==> src/design/ddw_pkg.sv <==
`timescale 1ns / 1ps
// Shared widths, register codes and lane interface types for the
// date difference and weekday block. No dependencies.
package ddw_pkg;

  // Field widths
  localparam int YEAR_W  = 14;
  localparam int MONTH_W = 4;
  localparam int DAY_W   = 5;
  localparam int DN_W    = 23;  // day number since 0000-01-01, max about 5.98M
  localparam int DIFF_W  = 23;
  localparam int WD_W    = 3;

  // Number of register stages inside one lane
  localparam int LANE_STAGES = 4;

  // Configuration register indexes
  localparam logic REG_MIN_YEAR = 1'b0;
  localparam logic REG_MAX_YEAR = 1'b1;

  // Register reset values
  localparam logic [YEAR_W-1:0] MIN_YEAR_RST = 14'd1999;
  localparam logic [YEAR_W-1:0] MAX_YEAR_RST = 14'd9999;

  // Clamp for the signed difference
  localparam logic signed [DIFF_W:0] DIFF_LIMIT = 24'sd4194303;

  // Per-stage load strobes, one per lane stage
  typedef struct packed {
    logic [LANE_STAGES-1:0] load;
  } lane_ctl_t;

  // What one lane reports for its date
  typedef struct packed {
    logic [DN_W-1:0] dn;
    logic            ok;
    logic [WD_W-1:0] wd;
  } lane_res_t;

endpackage

==> src/design/ddw_lane.sv <==
`timescale 1ns / 1ps
// One date lane: validity check, day number and weekday in four stages.
// Depends on ddw_pkg.
module ddw_lane import ddw_pkg::*; (
  input  logic               clk,
  input  lane_ctl_t          ctl,
  input  logic [YEAR_W-1:0]  year_lo,
  input  logic [YEAR_W-1:0]  year_hi,
  input  logic [YEAR_W-1:0]  year,
  input  logic [MONTH_W-1:0] month,
  input  logic [DAY_W-1:0]   day,
  output lane_res_t          res
);

  localparam logic [MONTH_W-1:0] FEB      = 4'd1;
  localparam logic [MONTH_W-1:0] DEC      = 4'd11;
  localparam logic [10:0]        RECIP_25 = 11'd1311;  // 2^15 / 25, rounded up
  localparam logic [8:0]         DAYS_YR  = 9'd365;
  // Weekday offset: epoch Sunday 2000-01-02 has day number 730487 = 2 mod 7
  localparam logic [DN_W-1:0]    WD_BIAS  = 23'd5;

  // Days before each month in a common year
  function automatic logic [8:0] cum_days(input logic [MONTH_W-1:0] m);
    logic [8:0] r;
    case (m)
      4'd0:    r = 9'd0;
      4'd1:    r = 9'd31;
      4'd2:    r = 9'd59;
      4'd3:    r = 9'd90;
      4'd4:    r = 9'd120;
      4'd5:    r = 9'd151;
      4'd6:    r = 9'd181;
      4'd7:    r = 9'd212;
      4'd8:    r = 9'd243;
      4'd9:    r = 9'd273;
      4'd10:   r = 9'd304;
      4'd11:   r = 9'd334;
      default: r = 9'd0;
    endcase
    return r;
  endfunction

  // Month length in a common year
  function automatic logic [DAY_W-1:0] month_days(input logic [MONTH_W-1:0] m);
    logic [DAY_W-1:0] r;
    case (m)
      4'd1:                    r = 5'd28;
      4'd3, 4'd5, 4'd8, 4'd10: r = 5'd30;
      default:                 r = 5'd31;
    endcase
    return r;
  endfunction

  // Residue mod 7 by folding octal digits (8 = 1 mod 7)
  function automatic logic [WD_W-1:0] mod7(input logic [DN_W-1:0] v);
    logic [DN_W:0] x;
    logic [5:0]    s1;
    logic [3:0]    s2;
    logic [2:0]    s3;
    x  = {1'b0, v};
    s1 = '0;
    for (int i = 0; i < (DN_W + 1) / 3; i++) begin
      s1 = s1 + 6'(x[3*i +: 3]);
    end
    s2 = 4'(s1[5:3]) + 4'(s1[2:0]);
    s3 = 3'(s2[3]) + s2[2:0];
    return (s3 == 3'd7) ? 3'd0 : s3;
  endfunction

  // ---------------- stage 1: constant divisions and range checks
  logic [YEAR_W:0]   v100, v400, v4;
  logic [23:0]       p100;
  logic [21:0]       p400;

  logic [YEAR_W-1:0]  s1_year;
  logic [MONTH_W-1:0] s1_month;
  logic [DAY_W-1:0]   s1_day;
  logic [DN_W-1:0]    s1_y365;
  logic [12:0]        s1_q4;
  logic [7:0]         s1_q100;
  logic [5:0]         s1_q400;
  logic               s1_y4, s1_yr_ok, s1_mon_ok;

  // ceil(y/100) = floor((y+99)/4/25), ceil(y/400) = floor((y+399)/16/25)
  always_comb begin
    v100 = 15'(year) + 15'd99;
    v400 = 15'(year) + 15'd399;
    v4   = 15'(year) + 15'd3;
    p100 = 24'(v100[YEAR_W:2]) * 24'(RECIP_25);
    p400 = 22'(v400[YEAR_W:4]) * 22'(RECIP_25);
  end

  always_ff @(posedge clk) begin
    if (ctl.load[0]) begin
      s1_year   <= year;
      s1_month  <= month;
      s1_day    <= day;
      s1_y365   <= DN_W'(year) * DN_W'(DAYS_YR);
      s1_q4     <= v4[YEAR_W:2];
      s1_q100   <= p100[22:15];
      s1_q400   <= p400[20:15];
      s1_y4     <= (year[1:0] == 2'd0);
      s1_yr_ok  <= (year >= year_lo) && (year <= year_hi);
      s1_mon_ok <= (month <= DEC);
    end
  end

  // ---------------- stage 2: leap year and year base
  logic               c100, c400;
  logic [MONTH_W-1:0] s2_month;
  logic [DAY_W-1:0]   s2_day;
  logic [DN_W-1:0]    s2_base;
  logic               s2_leap, s2_yr_ok, s2_mon_ok;

  always_comb begin
    c100 = ((15'(s1_q100) * 15'd100) == 15'(s1_year));
    c400 = ((15'(s1_q400) * 15'd400) == 15'(s1_year));
  end

  always_ff @(posedge clk) begin
    if (ctl.load[1]) begin
      s2_month  <= s1_month;
      s2_day    <= s1_day;
      s2_base   <= s1_y365 + DN_W'(s1_q4) + DN_W'(s1_q400) - DN_W'(s1_q100);
      s2_leap   <= s1_y4 && (!c100 || c400);
      s2_yr_ok  <= s1_yr_ok;
      s2_mon_ok <= s1_mon_ok;
    end
  end

  // ---------------- stage 3: day check and day number
  logic [MONTH_W-1:0] msel;
  logic [DAY_W-1:0]   mlen;
  logic               day_ok;
  logic [DN_W-1:0]    s3_dn;
  logic               s3_ok;

  always_comb begin
    msel   = s2_mon_ok ? s2_month : '0;
    mlen   = month_days(msel) + DAY_W'(msel == FEB && s2_leap);
    day_ok = (s2_day != '0) && (s2_day <= mlen);
  end

  always_ff @(posedge clk) begin
    if (ctl.load[2]) begin
      s3_dn <= s2_base + DN_W'(cum_days(msel)) + DN_W'(msel > FEB && s2_leap)
               + DN_W'(s2_day);
      s3_ok <= s2_yr_ok && s2_mon_ok && day_ok;
    end
  end

  // ---------------- stage 4: weekday
  always_ff @(posedge clk) begin
    if (ctl.load[3]) begin
      res.dn <= s3_dn;
      res.ok <= s3_ok;
      res.wd <= mod7(s3_dn + WD_BIAS);
    end
  end

endmodule

==> src/design/ddw_merge.sv <==
`timescale 1ns / 1ps
// Merge stage: signed difference of the two lane day numbers, clamp,
// gating by validity, and the output register. Depends on ddw_pkg.
module ddw_merge import ddw_pkg::*; (
  input  logic                     clk,
  input  logic                     load,
  input  lane_res_t                first_res,
  input  lane_res_t                second_res,
  output logic signed [DIFF_W-1:0] day_difference,
  output logic                     first_ok,
  output logic                     second_ok,
  output logic [WD_W-1:0]          first_weekday,
  output logic [WD_W-1:0]          second_weekday
);

  logic signed [DN_W:0]     diff_full;
  logic signed [DIFF_W-1:0] diff_sat;
  logic                     both_ok;

  // Subtract and clamp to the symmetric limit
  always_comb begin
    both_ok   = first_res.ok && second_res.ok;
    diff_full = $signed({1'b0, second_res.dn}) - $signed({1'b0, first_res.dn});
    if (diff_full > DIFF_LIMIT) begin
      diff_sat = DIFF_W'(DIFF_LIMIT);
    end else if (diff_full < -DIFF_LIMIT) begin
      diff_sat = DIFF_W'(-DIFF_LIMIT);
    end else begin
      diff_sat = diff_full[DIFF_W-1:0];
    end
  end

  // Hold the result beat until the consumer takes it
  always_ff @(posedge clk) begin
    if (load) begin
      day_difference <= both_ok ? diff_sat : '0;
      first_ok       <= first_res.ok;
      second_ok      <= second_res.ok;
      first_weekday  <= both_ok ? first_res.wd : '0;
      second_weekday <= both_ok ? second_res.wd : '0;
    end
  end

endmodule

==> src/design/date_difference_and_weekday.sv <==
`timescale 1ns / 1ps
// Gregorian day difference and weekday of two dates, one lane per date.
// Each beat passes through the four lane stages and then the merge
// register. Throughput: one beat per cycle while not stalled; the pipeline
// holds five beats and each stage advances whenever the stage after it frees up.
// Reset clears all stage valid bits and sets the year bounds to 1999 and 9999.
module date_difference_and_weekday import ddw_pkg::*; (
  input  logic                     clk,
  input  logic                     rst,
  // configuration
  input  logic                     cfg_wen,
  input  logic                     cfg_index,
  input  logic [YEAR_W-1:0]        cfg_data,
  // input channel
  input  logic                     in_valid,
  output logic                     in_stall,
  input  logic [YEAR_W-1:0]        first_year,
  input  logic [MONTH_W-1:0]       first_month,
  input  logic [DAY_W-1:0]         first_day,
  input  logic [YEAR_W-1:0]        second_year,
  input  logic [MONTH_W-1:0]       second_month,
  input  logic [DAY_W-1:0]         second_day,
  // output channel
  output logic                     out_valid,
  input  logic                     out_stall,
  output logic signed [DIFF_W-1:0] day_difference,
  output logic                     first_ok,
  output logic                     second_ok,
  output logic [WD_W-1:0]          first_weekday,
  output logic [WD_W-1:0]          second_weekday
);

  logic [YEAR_W-1:0]      year_lo, year_hi;
  logic [LANE_STAGES-1:0] stage_valid;
  logic [LANE_STAGES:0]   rdy;
  lane_ctl_t              ctl;
  lane_res_t              first_res, second_res;

  // Year bound registers
  always_ff @(posedge clk) begin
    if (rst) begin
      year_lo <= MIN_YEAR_RST;
      year_hi <= MAX_YEAR_RST;
    end else if (cfg_wen) begin
      case (cfg_index)
        REG_MIN_YEAR: year_lo <= cfg_data;
        REG_MAX_YEAR: year_hi <= cfg_data;
        default:      ;
      endcase
    end
  end

  // Stage ready chain: a stage may load when empty or when it drains
  always_comb begin
    rdy[LANE_STAGES] = !out_valid || !out_stall;
    for (int k = LANE_STAGES - 1; k >= 0; k--) begin
      rdy[k] = !stage_valid[k] || rdy[k+1];
    end
    ctl.load = rdy[LANE_STAGES-1:0];
    in_stall = !rdy[0];
  end

  // Advance valid bits along the pipeline
  always_ff @(posedge clk) begin
    if (rst) begin
      stage_valid <= '0;
      out_valid   <= 1'b0;
    end else begin
      if (rdy[0]) begin
        stage_valid[0] <= in_valid;
      end
      for (int k = 1; k < LANE_STAGES; k++) begin
        if (rdy[k]) begin
          stage_valid[k] <= stage_valid[k-1];
        end
      end
      if (rdy[LANE_STAGES]) begin
        out_valid <= stage_valid[LANE_STAGES-1];
      end
    end
  end

  ddw_lane u_first_lane (
    .clk     (clk),
    .ctl     (ctl),
    .year_lo (year_lo),
    .year_hi (year_hi),
    .year    (first_year),
    .month   (first_month),
    .day     (first_day),
    .res     (first_res)
  );

  ddw_lane u_second_lane (
    .clk     (clk),
    .ctl     (ctl),
    .year_lo (year_lo),
    .year_hi (year_hi),
    .year    (second_year),
    .month   (second_month),
    .day     (second_day),
    .res     (second_res)
  );

  ddw_merge u_merge (
    .clk            (clk),
    .load           (rdy[LANE_STAGES]),
    .first_res      (first_res),
    .second_res     (second_res),
    .day_difference (day_difference),
    .first_ok       (first_ok),
    .second_ok      (second_ok),
    .first_weekday  (first_weekday),
    .second_weekday (second_weekday)
  );

  // An invalid date zeroes the difference and both weekdays
  a_invalid_zero: assert property (@(posedge clk) disable iff (rst)
    out_valid && !(first_ok && second_ok) |->
      day_difference == '0 && first_weekday == '0 && second_weekday == '0)
    else $error("invalid date produced nonzero result");

  // Weekdays stay in 0..6
  a_weekday_range: assert property (@(posedge clk) disable iff (rst)
    out_valid |-> first_weekday != 3'd7 && second_weekday != 3'd7)
    else $error("weekday out of range");

  // The clamp never lets the most negative code through
  a_diff_clamp: assert property (@(posedge clk) disable iff (rst)
    out_valid |-> day_difference != $signed({1'b1, {(DIFF_W-1){1'b0}}}))
    else $error("difference outside clamp");

  // Input stalls only when the first stage holds a beat that cannot move
  a_stall_cause: assert property (@(posedge clk) disable iff (rst)
    in_stall |-> stage_valid[0] && out_valid && out_stall)
    else $error("input stalled with room in the pipeline");

endmodule
==> config.mk <==
export PLATFORM = sky130hd
export DESIGN_NAME = date_difference_and_weekday
export DESIGN_NICKNAME = d
export VERILOG_FILES = /design/src/design/ddw_pkg.sv /design/src/design/ddw_lane.sv /design/src/design/ddw_merge.sv /design/src/design/date_difference_and_weekday.sv
export SDC_FILE = /design/constraint.sdc
export NUM_CORES = 2
export LEC_CHECK = 0
export ABC_CLOCK_PERIOD_IN_PS = 8300
export BUFFER_PORTS_ARGS = -buffer_cell sky130_fd_sc_hd__buf_2
export CAP_MARGIN = 20
export CORE_MARGIN = 5
export CORE_UTILIZATION = 32
export DETAILED_ROUTE_END_ITERATION = 7
export PLACE_DENSITY_LB_ADDON = 0.08
export SYNTH_ARGS = -nofsm -noshare
export SYNTH_HDL_FRONTEND = slang
export SYNTH_SLANG_ARGS = --single-unit
==> constraint.sdc <==
create_clock -name clk -period 8.3 [get_ports clk]
set_input_delay 1.245 -clock clk [delete_from_list [all_inputs] [get_ports clk]]
set_output_delay 1.245 -clock clk [all_outputs]
set_load 0.03 [all_outputs]
==> Implementation_results.wiki <==
{| class="wikitable"
! Metric !! Value
|-
| Outcome || complete, no violations
|-
| Proportion of synthesized chip area in sequential cells || 0.271
|-
| Unique masters post-synth || 88
|-
| Weighted congestion reported at the end of routability-driven placement || 0.836
|-
| Via density || 4.54
|-
| Clock skew after layout || 0.0236 ns
|-
| Pin count of the biggest net entering global routing || 73
|-
| Critical path class || in2reg
|-
| Share of final-layout standard cells stronger than drive strength 1 || 0.0658
|-
| Initial core utilization || 0.323
|-
| Crit path largest cell delay || 0.56 ns
|-
| Layout Nets || 5,372
|-
| Post-CTS Hold Fix Bufs || 0
|-
| Clock Sink Count || 384
|-
| Vias in the first global route || 27,972
|-
| Final worst path period share || 0.895
|-
| Number of maximum-capacitance violations || 0
|-
| WL per Instance || 16.1 um
|-
| Detailed-route wire length || 94,900 um
|-
| Post-CTS setup buffer count || 0
|-
| Antenna violations before repair || 12
|-
| Cell type group with the largest total delay on the critical path || adder cells
|-
| Final Hold Slack || 0.418 ns
|-
| Ys flop type || sky130_fd_sc_hd__edfxtp_1
|-
| Number of enable-type register cells in the synthesized netlist || 351
|-
| Mean Syn Cell Area || 10.3 um2
|-
| Number of design-rule violations left by the first detailed-router iteration || 1,138
|-
| Worst r2r src || u_first_lane.s3_dn[2]
|-
| Setup WS post-layout || 0.871 ns
|-
| Antenna Nets Post-Route || 0
|-
| Element type at the critical path end || register
|-
| Boundary pin count || 99
|-
| Relative area change from synthesis to final layout || 11.2%
|-
| Number of cells traversed by the worst hold path || 0
|-
| Register area || 11,200 um2
|-
| H-tree levels || 2
|-
| HP Class || reg2reg
|-
| Worst-Skew Late Latency || 0.64 ns
|-
| Final period demand of the worst path || 7.43 ns
|-
| Slew margin rel. || 0.335
|-
| Setup tns final || 0 ns
|-
| Die width || 369 um
|-
| Final Hold Vio Count || 0
|-
| Multi-input gate area in the final layout || 26,700 um2
|-
| Data required time of the critical path || 8.75 ns
|-
| First drt pass iteration count || 5
|-
| Async set-or-reset flop fraction in the synthesized netlist || 0
|-
| Detailed placement HPWL || 79,000 um
|-
| IO Port Bufs || 98
|-
| Clock tree from TritonCTS || built
|-
| Buffers plus inverters on the worst setup path || 4
|-
| Buffer type at the clock tree root || sky130_fd_sc_hd__clkbuf_16
|-
| Number of setup violations in the final report || 0
|-
| Crit Path Max Fanout || 9
|-
| Synthesized flop and latch total || 384
|-
| Cell count after placement || 5,805
|-
| Number of filler instances in the final layout || 13,065
|-
| Reg-to-Reg End || u_first_lane.res[0]
|-
| Startpoint of the most critical hold path || u_first_lane.s1_month[3]
|-
| Reg2reg path depth || 22
|-
| All-Layer GR Usage || 0.142
|-
| Final number of max-transition violations || 0
|-
| Floorplan row count || 131
|-
| Critical path launch point || first_year[0]
|-
| Total via count after detailed routing || 26,795
|-
| Setup slack of the most critical reg-to-reg path || 2.27 ns
|-
| Post-synth design cell area || 41,300 um2
|-
| Post-cts repair resize count || 0
|-
| Yosys Warn Count || 0
|-
| Pre-CTS setup slack || 0.261 ns
|-
| Die Area || 136,000 um2
|-
| Slew of the pin with the lowest slew margin || 0.990 ns
|-
| Terminating pin of the worst hold path || u_first_lane.s2_month[3]
|-
| Post-synth net total || 5,200
|-
| Number of buffers added by the clock tree synthesis step || 52
|-
| Gate Count Post-Synth || 4,025
|-
| Post-layout instance count excluding filler cells || 5,906
|-
| DRC violation count after routing || 0
|-
| First-pass GRT wire length || 154,000 um
|-
| Max Freq || 135 MHz
|-
| Clock transition at the registers of the reported paths || 0.06 ns
|-
| Slowest-stage cell, CP || sky130_fd_sc_hd__fa_1
|-
| Overflow left after global routing || 0
|-
| Vert. Die Dim || 369 um
|-
| Critical path launch point type || primary input
|-
| Number of buffers on the longest clock path || 3
|-
| Setup repair after global routing missed its margin || false
|-
| Placeable Area || 128,000 um2
|-
| Arrival time of the worst setup path || 7.88 ns
|}
worst register-to-register path: cells and delay by family (launching register included):
| kind | cells | cell delay [ns] |
|---|---|---|
| flops | 1 | 0.50 |
| compound gates | 6 | 1.16 |
| xor+xnor | 5 | 0.89 |
| fa+ha+maj | 9 | 3.10 |
| buf+inv | 2 | 0.12 |
registers in the layout, summed over array words and instances (netlist names), 14 cells and up:
register,count
u_first_lane.res,27
u_second_lane.res,27
u_first_lane.s1_y365,23
u_first_lane.s2_base,23
u_first_lane.s3_dn,23
u_merge.day_difference,23
u_second_lane.s1_y365,23
u_second_lane.s2_base,23
u_second_lane.s3_dn,23
year_hi,14
year_lo,14
worst max path at each step:
| stage | cells past startpoint | slack [ns] | endpoint |
|---|---|---|---|
| after global routing | 26 | 0.24 | u_first_lane.s1_q100[6] |
| after CTS | 24 | 0.90 | u_first_lane.s1_q100[6] |
| final | 26 | 0.87 | u_first_lane.s1_q100[6] |
| after detailed placement | 24 | 0.26 | u_first_lane.s1_q100[6] |
| after floorplan | 4 | -0.38 | in_stall |
| after global placement | 24 | 0.39 | u_second_lane.s1_q100[7] |
cell usage in the layout, fill, tap and decap left out, types with 12 or more instances in the layout:
cell type                   Yosys  final
sky130_fd_sc_hd__clkbuf_16      0     54
sky130_fd_sc_hd__inv_1        848    847
sky130_fd_sc_hd__nand3b_1      13     13
sky130_fd_sc_hd__a21oi_1      166    166
sky130_fd_sc_hd__nor4_1        17     17
sky130_fd_sc_hd__xnor2_1      259    259
sky130_fd_sc_hd__buf_2         10     98
sky130_fd_sc_hd__ha_1         793    793
sky130_fd_sc_hd__nand2_1      183    182
sky130_fd_sc_hd__a21o_1        90     90
sky130_fd_sc_hd__o21a_1        28     28
sky130_fd_sc_hd__and3_1        51     51
sky130_fd_sc_hd__nor3_1        44     44
sky130_fd_sc_hd__a31oi_1       18     18
sky130_fd_sc_hd__buf_4          3     62
sky130_fd_sc_hd__edfxtp_1     351    351
sky130_fd_sc_hd__fa_1         316    316
sky130_fd_sc_hd__or3_1         14     14
sky130_fd_sc_hd__o21ai_0      105    105
sky130_fd_sc_hd__dfxtp_1       33     33
sky130_fd_sc_hd__a211oi_1      12     12
sky130_fd_sc_hd__nand4_1       30     30
sky130_fd_sc_hd__and2_1        12     12
sky130_fd_sc_hd__a21boi_0      16     16
sky130_fd_sc_hd__nor2b_1       46     46
sky130_fd_sc_hd__nand2b_1      26     26
sky130_fd_sc_hd__o21bai_1      16     16
sky130_fd_sc_hd__nor2_1       158    158
sky130_fd_sc_hd__nand3_1       74     73
sky130_fd_sc_hd__xor2_1       104    104
sky130_fd_sc_hd__a211o_1       21     21
through the flow:
| stage | instance area, um2 | util |
|---|---|---|
| after floorplan | 41300 | - |
| after global placement | 44200 | 0.345 |
| after detailed placement | 44200 | 0.345 |
| after CTS | 45900 | 0.359 |
| after global routing | 45900 | 0.359 |
| final | 45900 | 0.359 |
cells in the mapped netlist, types with 51 or more instances:
cell type                    n  area [um2]
sky130_fd_sc_hd__inv_1     848        3180
sky130_fd_sc_hd__ha_1      793        9920
sky130_fd_sc_hd__o21ai_0   105         526
sky130_fd_sc_hd__edfxtp_1  351       10500
sky130_fd_sc_hd__xnor2_1   259        2270
sky130_fd_sc_hd__a21oi_1   166         831
sky130_fd_sc_hd__a21o_1     90         676
sky130_fd_sc_hd__xor2_1    104         911
sky130_fd_sc_hd__and3_1     51         319
sky130_fd_sc_hd__nor2_1    158         593
sky130_fd_sc_hd__nand3_1    74         370
sky130_fd_sc_hd__nand2_1   183         687
sky130_fd_sc_hd__fa_1      316        6330
final cells by class:
| type | instances | share of cell area |
|---|---|---|
| Multi-Input combinational cell | 2750 | 0.582 |
| Sequential cell | 384 | 0.244 |
| Inverter | 849 | 0.0694 |
| Tap cell | 1662 | 0.0453 |
| Clock buffer | 74 | 0.0327 |
| Timing Repair Buffer | 160 | 0.0208 |
| Clock inverter | 21 | 0.00556 |
| Antenna cell | 6 | 0.000327 |
cell families (layout without fill, tap and decap cells):
| group | count (synthesis) | in the layout | synth area share |
|---|---|---|---|
| AO/OA/AOI/OAI | 561 | 561 | 0.0895 |
| adder cells (fa/ha/maj) | 1109 | 1109 | 0.393 |
| XOR/XNOR | 363 | 363 | 0.0770 |
| buffers and inverters | 891 | 1104 | 0.0816 |
| AND/OR/NAND/NOR | 712 | 712 | 0.0860 |
| flip-flops | 384 | 384 | 0.271 |
| multiplexers | 5 | 5 | 0.00121 |
| other | 0 | 6 | 0 |
routing by layer:
| metal | vias to the layer above | GRT usage | wire length (um) |
|---|---|---|---|
| met4 | 10 | 0.0362 | 2200 |
| met5 | - | 0 | 75 |
| li1 | 13865 | - | - |
| met2 | 279 | 0.231 | 42600 |
| met3 | 100 | 0.0182 | 2820 |
| met1 | 12541 | 0.198 | 47200 |
Power is left out: the tool's default activity adds up to more than one toggle a clock period on the data nets, which glitch-free logic cannot reach.
